File: src/sv/stpseq_pkg.sv
package stpseq_pkg;

    // Command codes
    localparam logic [1:0] CMD_POLL    = 2'd0;
    localparam logic [1:0] CMD_RUN     = 2'd1;
    localparam logic [1:0] CMD_RELEASE = 2'd2;

    // Step modes
    localparam logic [1:0] MODE_WAVE = 2'd0;
    localparam logic [1:0] MODE_FULL = 2'd1;
    localparam logic [1:0] MODE_HALF = 2'd2;

    // Register indexes
    localparam int unsigned CFG_IDX_W = 2;
    localparam int unsigned CFG_DATA_W = 16;
    localparam logic [CFG_IDX_W-1:0] REG_STEP_MODE     = 2'd0;
    localparam logic [CFG_IDX_W-1:0] REG_STEPS_PER_REV = 2'd1;
    localparam logic [CFG_IDX_W-1:0] REG_SPEED_RPM     = 2'd2;

    // Microseconds per minute, numerator of the interval division
    localparam int unsigned IVL_W = 26;
    localparam logic [IVL_W-1:0] US_PER_MIN = 26'd60000000;
    localparam int unsigned DIV_CNT_W = $clog2(IVL_W);
    localparam logic [DIV_CNT_W-1:0] DIV_LAST = DIV_CNT_W'(IVL_W - 1);

    // Sequence tables (A2=bit0, B1=bit1, A1=bit2, B2=bit3)
    localparam logic [3:0] WAVE_TAB [4] = '{4'h1, 4'h2, 4'h4, 4'h8};
    localparam logic [3:0] FULL_TAB [4] = '{4'h3, 4'h6, 4'hC, 4'h9};
    localparam logic [3:0] HALF_TAB [8] = '{4'h1, 4'h3, 4'h2, 4'h6,
                                            4'h4, 4'hC, 4'h8, 4'h9};

    typedef struct packed {
        logic [1:0]  cmd;
        logic [31:0] time_us;
        logic [15:0] step_budget;
    } in_t;

    typedef struct packed {
        logic [3:0] coil_drive;
        logic       stepped;
        logic       running;
        logic [2:0] phase;
    } out_t;

    typedef struct packed {
        logic [1:0]         step_mode;
        logic [15:0]        steps_per_rev;
        logic signed [15:0] speed_rpm;
    } cfg_t;

    typedef struct packed {
        logic             busy;
        logic [IVL_W-1:0] interval;
    } ivl_status_t;

    // Table entry to coil lines A1=bit0, A2=bit1, B1=bit2, B2=bit3
    function automatic logic [3:0] to_lines(input logic [3:0] e);
        return {e[3], e[1], e[0], e[2]};
    endfunction

endpackage

File: src/sv/stpseq_interval.sv
// Step interval unit: |rpm| * steps_per_rev, then a restoring divide of
// US_PER_MIN by that product, one quotient bit per cycle.
module stpseq_interval
    import stpseq_pkg::*;
(
    input  logic        aclk,
    input  logic        aresetn,
    input  logic        start,
    input  cfg_t        cfg,
    output ivl_status_t status
);

    typedef enum logic [2:0] {
        ST_IDLE = 3'b001,
        ST_LOAD = 3'b010,
        ST_RUN  = 3'b100
    } ivl_state_t;

    ivl_state_t             state_reg, state_next;
    logic [DIV_CNT_W-1:0]   cnt_reg, cnt_next;
    logic [31:0]            prod_reg, prod_next;
    logic [31:0]            rem_reg, rem_next;
    logic [IVL_W-1:0]       quo_reg, quo_next;
    logic [IVL_W-1:0]       ivl_reg, ivl_next;

    logic [16:0] rpm_mag;
    logic [32:0] rem_sh;
    logic        fits;

    assign rpm_mag = cfg.speed_rpm[15] ? (17'd0 - {cfg.speed_rpm[15], cfg.speed_rpm})
                                       : {1'b0, cfg.speed_rpm};
    assign rem_sh  = {rem_reg, quo_reg[IVL_W-1]};
    assign fits    = rem_sh >= {1'b0, prod_reg};

    always_comb begin
        state_next = state_reg;
        cnt_next   = cnt_reg;
        prod_next  = prod_reg;
        rem_next   = rem_reg;
        quo_next   = quo_reg;
        ivl_next   = ivl_reg;
        unique case (state_reg)
            ST_IDLE: begin
            end
            ST_LOAD: begin
                // a magnitude of at most 2^15 times 16 bits always fits in 32
                prod_next  = 32'(rpm_mag * cfg.steps_per_rev);
                rem_next   = '0;
                quo_next   = US_PER_MIN;
                cnt_next   = '0;
                state_next = ST_RUN;
            end
            ST_RUN: begin
                rem_next = fits ? 32'(rem_sh - {1'b0, prod_reg}) : rem_sh[31:0];
                quo_next = {quo_reg[IVL_W-2:0], fits};
                cnt_next = cnt_reg + 1'b1;
                if (cnt_reg == DIV_LAST) begin
                    ivl_next   = (prod_reg == '0) ? '0 : quo_next;
                    state_next = ST_IDLE;
                end
            end
            default: begin
                state_next = ST_IDLE;
            end
        endcase
        if (start) begin
            state_next = ST_LOAD;
        end
    end

    always_ff @(posedge aclk) begin
        if (!aresetn) begin
            state_reg <= ST_IDLE;
            ivl_reg   <= '0;
        end else begin
            state_reg <= state_next;
            ivl_reg   <= ivl_next;
        end
        cnt_reg  <= cnt_next;
        prod_reg <= prod_next;
        rem_reg  <= rem_next;
        quo_reg  <= quo_next;
    end

    assign status.busy     = start || (state_reg != ST_IDLE);
    assign status.interval = ivl_reg;

endmodule

File: src/sv/stpseq_step.sv
// Motor state and result register: one item per enabled cycle.
module stpseq_step
    import stpseq_pkg::*;
(
    input  logic             aclk,
    input  logic             aresetn,
    input  logic             en,
    input  in_t              item,
    input  cfg_t             cfg,
    input  logic [IVL_W-1:0] interval,
    output out_t             result
);

    logic [2:0]  phase_reg, phase_next;
    logic [31:0] stamp_reg, stamp_next;
    logic [15:0] remain_reg, remain_next;
    logic        run_reg, run_next;
    logic [3:0]  coil_reg, coil_next;
    out_t        out_reg, out_next;

    logic [31:0] elapsed;
    logic        due;
    logic        back;
    logic        stepped;
    logic [1:0]  p4;

    assign elapsed = item.time_us - stamp_reg;
    assign due     = run_reg && (interval != '0) && (elapsed >= {6'd0, interval});
    assign back    = cfg.speed_rpm[15];
    assign p4      = back ? (phase_reg[1:0] - 2'd1) : (phase_reg[1:0] + 2'd1);

    always_comb begin
        phase_next  = phase_reg;
        stamp_next  = stamp_reg;
        remain_next = remain_reg;
        run_next    = run_reg;
        coil_next   = coil_reg;
        stepped     = 1'b0;
        unique case (item.cmd)
            CMD_POLL: begin
                if (due) begin
                    stepped    = 1'b1;
                    stamp_next = item.time_us;
                    unique case (cfg.step_mode)
                        MODE_WAVE: begin
                            phase_next = {1'b0, p4};
                            coil_next  = to_lines(WAVE_TAB[p4]);
                        end
                        MODE_FULL: begin
                            phase_next = {1'b0, p4};
                            coil_next  = to_lines(FULL_TAB[p4]);
                        end
                        MODE_HALF: begin
                            phase_next = back ? (phase_reg - 3'd1) : (phase_reg + 3'd1);
                            coil_next  = to_lines(HALF_TAB[phase_next]);
                        end
                        default: begin
                            coil_next = '0;
                        end
                    endcase
                    if (remain_reg != '0) begin
                        remain_next = remain_reg - 16'd1;
                        // last budgeted step releases the motor
                        if (remain_reg == 16'd1) begin
                            run_next  = 1'b0;
                            coil_next = '0;
                        end
                    end
                end
            end
            CMD_RUN: begin
                run_next    = 1'b1;
                remain_next = item.step_budget;
                stamp_next  = item.time_us;
            end
            CMD_RELEASE: begin
                run_next    = 1'b0;
                remain_next = '0;
                coil_next   = '0;
            end
            default: begin
            end
        endcase
        out_next.coil_drive = coil_next;
        out_next.stepped    = stepped;
        out_next.running    = run_next;
        out_next.phase      = phase_next;
    end

    always_ff @(posedge aclk) begin
        if (!aresetn) begin
            phase_reg  <= '0;
            stamp_reg  <= '0;
            remain_reg <= '0;
            run_reg    <= 1'b0;
            coil_reg   <= '0;
        end else if (en) begin
            phase_reg  <= phase_next;
            stamp_reg  <= stamp_next;
            remain_reg <= remain_next;
            run_reg    <= run_next;
            coil_reg   <= coil_next;
        end
        if (en) begin
            out_reg <= out_next;
        end
    end

    assign result = out_reg;

endmodule

File: src/sv/stepper_phase_sequencer.sv
// Four-wire stepper phase sequencer. Each input item (poll, run, release or
// an unused code) yields exactly one result item with the coil lines, a
// stepped flag, the running flag and the phase index after that item. Items
// stream at one per clock while neither the output side nor the interval
// unit stalls; an item is registered in the input register on entry, and its
// result is registered in the result register when the item advances, which
// raises m_valid. A result waiting on m_ready does not stop the next item
// from being taken into the input register. Every configuration write to a
// listed index recomputes the step interval 60000000 / (|speed_rpm| *
// steps_per_rev) in the interval unit: first the product, then a restoring
// divider that yields one quotient bit per cycle, so s_ready is low in the
// cycle of each such write and until the unit is idle again. Configuration
// writes are taken at any time and need the block idle to be meaningful.
module stepper_phase_sequencer
    import stpseq_pkg::*;
(
    input  logic                  aclk,
    input  logic                  aresetn,
    // configuration write port
    input  logic                  cfg_wr_en,
    input  logic [CFG_IDX_W-1:0]  cfg_wr_idx,
    input  logic [CFG_DATA_W-1:0] cfg_wr_data,
    // item input
    input  logic                  s_valid,
    output logic                  s_ready,
    input  in_t                   s_data,
    // result output
    output logic                  m_valid,
    input  logic                  m_ready,
    output out_t                  m_data
);

    cfg_t        cfg_reg, cfg_next;
    logic        in_valid_reg, in_valid_next;
    in_t         in_reg;
    logic        m_valid_reg, m_valid_next;
    ivl_status_t ivl;
    logic        cfg_hit;
    logic        adv;      // input stage hands its item to the result stage
    logic        take;     // new item accepted

    // Configuration registers; writes to an index past the list do nothing.
    always_comb begin
        cfg_next = cfg_reg;
        cfg_hit  = 1'b0;
        if (cfg_wr_en) begin
            unique case (cfg_wr_idx)
                REG_STEP_MODE: begin
                    cfg_next.step_mode = cfg_wr_data[1:0];
                    cfg_hit            = 1'b1;
                end
                REG_STEPS_PER_REV: begin
                    cfg_next.steps_per_rev = cfg_wr_data;
                    cfg_hit                = 1'b1;
                end
                REG_SPEED_RPM: begin
                    cfg_next.speed_rpm = cfg_wr_data;
                    cfg_hit            = 1'b1;
                end
                default: begin
                end
            endcase
        end
    end

    always_ff @(posedge aclk) begin
        if (!aresetn) begin
            cfg_reg.step_mode     <= MODE_FULL;
            cfg_reg.steps_per_rev <= 16'd200;
            cfg_reg.speed_rpm     <= '0;
        end else begin
            cfg_reg <= cfg_next;
        end
    end

    // Interval unit; its reset value (zero) matches the reset speed of zero.
    stpseq_interval u_interval (
        .aclk    (aclk),
        .aresetn (aresetn),
        .start   (cfg_hit),
        .cfg     (cfg_reg),
        .status  (ivl)
    );

    // Two-stage flow: input register, then result register.
    assign adv     = in_valid_reg && (!m_valid_reg || m_ready);
    assign s_ready = !ivl.busy && (!in_valid_reg || adv);
    assign take    = s_valid && s_ready;

    assign in_valid_next = take ? 1'b1 : (adv ? 1'b0 : in_valid_reg);
    assign m_valid_next  = adv ? 1'b1 : (m_ready ? 1'b0 : m_valid_reg);

    always_ff @(posedge aclk) begin
        if (!aresetn) begin
            in_valid_reg <= 1'b0;
            m_valid_reg  <= 1'b0;
        end else begin
            in_valid_reg <= in_valid_next;
            m_valid_reg  <= m_valid_next;
        end
        if (take) begin
            in_reg <= s_data;
        end
    end

    stpseq_step u_step (
        .aclk     (aclk),
        .aresetn  (aresetn),
        .en       (adv),
        .item     (in_reg),
        .cfg      (cfg_reg),
        .interval (ivl.interval),
        .result   (m_data)
    );

    assign m_valid = m_valid_reg;

endmodule

File: config.mk
export PLATFORM = sky130hd
export DESIGN_NAME = stepper_phase_sequencer
export DESIGN_NICKNAME = d
export VERILOG_FILES = /design/src/sv/stpseq_pkg.sv /design/src/sv/stpseq_interval.sv /design/src/sv/stpseq_step.sv /design/src/sv/stepper_phase_sequencer.sv
export SDC_FILE = /design/constraint.sdc
export NUM_CORES = 1
export LEC_CHECK = 0
export BUFFER_PORTS_ARGS = -buffer_cell sky130_fd_sc_hd__buf_2
export CAP_MARGIN = 10
export CORE_ASPECT_RATIO = 1.1
export CORE_UTILIZATION = 64
export CTS_CLUSTER_DIAMETER = 100
export CTS_CLUSTER_SIZE = 24
export DETAILED_ROUTE_END_ITERATION = 16
export GPL_ROUTABILITY_DRIVEN = 0
export GPL_TIMING_DRIVEN = 0
export PLACE_DENSITY = 0.89
export SLEW_MARGIN = 5
export SYNTH_ARGS = -nofsm -noshare
export SYNTH_HDL_FRONTEND = slang
export SYNTH_SLANG_ARGS = --single-unit
File: constraint.sdc
create_clock -name aclk -period 8.7 [get_ports aclk]
set_input_delay 1.305 -clock aclk [delete_from_list [all_inputs] [get_ports aclk]]
set_output_delay 1.305 -clock aclk [all_outputs]
set_load 0.05 [all_outputs]
[After elaboration in Yosys (flattened, before gate mapping)]
Memories as Yosys holds them, arrays and structs flattened.
Cells that the tools add are included.
Operators by class
  divide/modulo/power cells: 0
  $add $sub $neg: 9
  equal/unequal tests: 17
  shift operators: 0
  bitwise logic cells: 4
  mux-type cells: 43
  reductions and logical operators: 33
  $lt $le $gt $ge: 4
  $mul: 1
Operator list (count)
  $pmux 32 s2: 2
  $mux 32: 2
  $sub 32x32->32: 2
  $pmux 26 s2: 1
  $pmux 16 s3: 1
  $mux 4: 9
  $ge 33x32->1: 1
  $ge 32x26->1: 1
  $logic_not 32->1: 1
  $mul 17x16->32: 1
  $mux 16: 2
  $mux 26: 1
  $reduce_bool 26->1: 1
  $mux 17: 1
  $sub 1x16->17 const A: 1
  $bmux 4 s2: 2
  $eq 16x1->1 const B: 1
  $reduce_bool 16->1: 1
  $sub 16x1->16 const B: 1
  $mux 3: 4
  $pmux 4 s3: 1
  $reduce_and 2->1: 6
  $mux 1: 10
  $pmux 5 s2: 1
  other kinds (33): 57
Storage, ports and cells
  memory bits (writable): 0
  output and inout port bits: 11
  bits in read-only memories: 32
  input port bits: 73
  latch bits: 0
  logic and storage cells: 136
  memories kept: 1
  bits in registers: 275
Memories
  (no name shown): depth 8, bits a word 4, read ports 1, clocked after memory_dff 0, wr ports 0, RTL line stpseq_step.sv:55  | coil_next = to_lines(HALF_TAB[phase_next]);

[Depth between registers and ports, before layout]
  depth in word-level cells: 11
  mapped depth: 33
  gate-level depth less buffers: 30

[By module]
A second synthesis with hierarchy kept.
Unflattened totals
  cells, all modules: 2593
  area total of the unflattened synthesis: 24549.8 µm²
By module, submodules not included
  stpseq_interval: area an instance 15722.6 µm², seq. area each 3433.3 µm², times used 1, cells each 1664
  stpseq_step: area an instance 5884.4 µm², seq. area each 1391.3 µm², times used 1, cells each 731
  stepper_phase_sequencer: area an instance 2942.8 µm², seq. area each 2222.1 µm², times used 1, cells each 198

[Worst setup path before layout]
Ideal clock, no wire load.
  path kind: reg-to-reg
  from: reg cfg_reg[0] (netlist name)
  to: reg u_interval.prod_reg[31] (data pin)
  cell stages (with the launch flop): 32
  required time: 8.440 ns
  data arrival time: 7.483 ns
  slack: 0.957 ns
  period minus slack after synthesis: 7.743 ns
  library setup time: 0.260 ns
  buffers on the path: 3
  path through: dfxtp_1 > clkbuf_1 > clkbuf_1 > inv_1 > ha_1 > nand2_1 > or2_2 > o31ai_1 > nand2_1 > xor2_1 > clkbuf_1 > nand2_1 > fa_1 > fa_1 > fa_1 > inv_1 > fa_1 > fa_1 > inv_1 > fa_1 > inv_1 > ha_1 > and4_1 > a211oi_1 > o21ai_0 > a211o_1 > a31o_2 > a41oi_1 > a21oi_1 > a21o_1 > a21oi_1 > xnor2_1
Between the ends
  word-level cells in the longest chain between the ends: 3
Ends and longest elaborated chain
  from (decl): RTL line stepper_phase_sequencer.sv:33  | cfg_t cfg_reg, cfg_next;
  from (signal assigned): RTL line stepper_phase_sequencer.sv:72  | cfg_reg <= cfg_next;
  $sub 1x16->17: RTL line stpseq_interval.sv:30  | assign rpm_mag = cfg.speed_rpm[15] ? (17'd0 - {cfg.speed_rpm[15], cfg.speed_rpm})
  $mux 17 (*): RTL line stpseq_interval.sv:30
  $mul 17x16->32 (*): RTL line stpseq_interval.sv:47  | prod_next = 32'(rpm_mag * cfg.steps_per_rev);
  to (signal assigned): RTL line stpseq_interval.sv:80  | prod_reg <= prod_next;
  to (decl): RTL line stpseq_interval.sv:21  | logic [31:0] prod_reg, prod_next;
Every way passes the cells marked *; elsewhere a longest branch is shown, timed or not.
A chain may end at the register's enable or synchronous reset.

[Worst setup path in the final report]
Same ends and word-level chain as after synthesis.

==> run metrics <==
Residual DRC 0; clock slew at reported path FFs 90 ps; Worst path max stage delay 560 ps; root buffer cell clkbuf_16; max-cap violations 0; CTS Buf Count 17; vias in the first global route 20,100; Critical Path RT 8980 ps; total grt overflow 0; final setup fails 0; First-pass DRT Iterations 6; Critical Path Most Common Cell fa_1; DR vias 19,500; Worst Hold Class reg -> reg; YS warnings 0; H-tree levels 1; period utilisation layout 97.4%; Setup crit end kind flop; met2 global-route usage 55.1%; Yosys cell types 84; Crit Reg-Reg Startpoint cfg_reg[0]; flop-to-flop setup slack 220 ps; met3 usage 4.21%; CTS sink count 275; crit path to u_interval.prod_reg[31]; CP max-delay cell fa_1; io pins 84; sequential-to-total area share from yosys stat 29.0%; top area cells in the synthesized netlist edfxtp_1, fa_1, ha_1, dfxtp_1, inv_1; leak pwr 11.3 nW; routed wire length 60.5 mm; fin. max-slew vios 0; clock buffer depth 3; hpwl dp 46.7 mm; crit path time final 8480 ps; proportion of netlist area held by the largest area contributor 19.0%; VDD IR-drop max 0.171 mV; drt first-iter violations 1,737; core footprint 37,200 sq um; Max Clock Freq 118 MHz; row count 74; GRT Overall Usage 31.3%; later-pin clock latency in the skew report 530 ps; syn_area_per_cell 9.39 sq um; die area 38,700 sq um; smallest setup slack after layout 223 ps; GRT Max-Usage Layer met2; Layout area overhead 7.71%; CP Max Fanout 19; CP startpoint cfg_reg[0]; number of synthesized register bits 275; Final ANT Viol Nets 0; fraction of registers with async set/reset 0%; max reg flops 50; Avg WL per Cell 18.8 microns; Worst Clk Skew 44.8 ps; critical path launch point type flop; Fill cells 2,520; CTS tree yes; die height 206 microns; PortBufs 83; Power per Cell Area 112 nW/um^2; Slew Limit Headroom 26.5%; Initial Util 65.2%; setup TNS 0 ps; CP arrival 8760 ps; first-pass GRT wire length 97.8 mm; Crit Path Class reg -> reg; initial antenna violation count 1; R2R cell count 30; number of synthesized flops with an enable pin 154; worst slew pin tran 1100 ps; share of layout cells above drive strength 1 9.12%; Main synth FF type edfxtp_1; width of the die 188 microns; post-synthesis cell area 24,300 sq um; Post-Synthesis Cells 2,587; largest net degree at the start of global routing 64; Place WS -539 ps; vias per std cell 6.08; final net count 3,196; Final Core Density 70.3%; reg-to-reg endpoint u_interval.prod_reg[31]; Hold Fails Final Rpt 0; met1 usage 38.1%; outcome finished clean; Yosys top cell by area edfxtp_1
[how the worst min path moves through the flow]
stage / from / endpoint / depth (start not counted) / slack, ps
floorplan: u_step.stamp_reg[1] / u_step.stamp_reg[1] / 2 / 430
global placement: u_step.stamp_reg[2] / u_step.stamp_reg[2] / 2 / 440
detailed placement: u_step.stamp_reg[1] / u_step.stamp_reg[1] / 2 / 450
CTS: u_step.stamp_reg[1] / u_step.stamp_reg[1] / 2 / 460
global route: u_step.stamp_reg[1] / u_step.stamp_reg[1] / 2 / 470
finish: u_step.stamp_reg[1] / u_step.stamp_reg[1] / 2 / 460
[critical path, delay by kind of cell, from the launching register on]
| family | cells | cell delay (ps) |
|---|---|---|
| flops | 1 | 330 |
| xor+xnor | 2 | 460 |
| compound gates | 9 | 2120 |
| simple gates | 5 | 930 |
| buf+inv | 6 | 790 |
| fa+ha+maj | 8 | 3610 |
[stage by stage]
stage | cells | area [sq um] | power (W) | hold slack (ps)
after detailed placement | 3180 | 25400 | 0.00208 | 446
final | 3213 | 26200 | 0.00294 | 461
after global placement | 3177 | 25400 | 0.00205 | 438
after floorplan | 2600 | 24300 | 0.00191 | 428
after CTS | 3210 | 26000 | 0.00293 | 460
after global routing | 3213 | 26200 | 0.00306 | 469
[cells in the final DEF, fill, tap and decap left out, types with 13 or more instances in the layout]
cell type  instances
edfxtp_1         154
ha_1             205
a21oi_1           85
and3_1            31
conb_1            15
o21a_1            13
nand3_1           55
nor2_1            84
a211oi_1          18
inv_1            373
xor2_1            31
nor4_1            21
dfxtp_1          121
a21boi_0          33
fa_1             210
a21o_1            48
clkbuf_16         17
a22oi_1           28
mux2i_1           19
o31ai_1           36
nand4_1           18
o21ai_2           29
nand2b_1          32
clkbuf_1          79
and2_1           127
o21ai_0           60
nand3_2           28
xnor2_1           68
buf_4             14
nor2b_1           38
buf_2             93
nand2_1          337
nor3_1            21
[layer usage]
layer | up-vias | share of wire (%)
li1 | 8842 | -
met1 | 9400 | 38
met2 | 1054 | 49
met3 | 239 | 8.1
met4 | 0 | 4.9
met5 | - | 0
[power breakdown]
group / total, W / internal, W / switching, W
Sequential: 0.00144 / 0.00141 / 0.0000277
Combinational: 0.000647 / 0.000252 / 0.000396
Clock: 0.000860 / 0.000386 / 0.000473
Total: 0.00294 / 0.00205 / 0.000897
[cell usage after synthesis, types with 19 or more instances]
master	instances
ha_1	205
and3_1	31
xor2_1	33
dfxtp_1	121
nand3_1	55
a21boi_0	33
fa_1	210
clkbuf_1	86
a22oi_1	28
o31ai_1	38
nor2b_1	38
a21o_1	48
nor2_1	84
o21ai_0	62
nand2_1	337
nand2b_1	33
nor3_1	21
xnor2_1	76
mux2i_1	19
nand3_2	28
and2_1	128
inv_1	373
nor4_1	21
edfxtp_1	154
o21ai_2	28
a21oi_1	85
[repair_timing]
item,CTS,global route
hold buffers,0,0
setup endpoints to repair,11,10
pin swaps,1,2
setup buffers,1,3
resized for setup,17,47
[kinds of logic (layout without fill, tap and decap cells)]
group	count (synthesis)	count (layout)	synth area share, %
AOI/OAI and AO/OA	448	448	13.1
xor gates and xnor gates	109	109	3.93
adders and majority gates	415	415	27.9
buffers and inverters	482	600	7.75
DFF	275	275	29.0
muxes	21	21	0.902
other	2	16	0.0309
and+or+nand+nor	835	835	17.4
[area by class of cell]
| class | instances | area [sq um] | share of cell area [%] |
|---|---|---|---|
| Antenna cell | 1 | 2.50 | 0.00957 |
| Clock buffer | 24 | 452 | 1.73 |
| Sequential cell | 275 | 7050 | 26.9 |
| Tap cell | 494 | 618 | 2.36 |
| Inverter | 373 | 1400 | 5.35 |
| Timing Repair Buffer | 90 | 480 | 1.84 |
| Multi-Input combinational cell | 1843 | 15600 | 59.5 |
| Buffer | 108 | 513 | 1.96 |
| Clock inverter | 5 | 77.6 | 0.297 |
No activity file was read; power rests on OpenSTA's default activity.
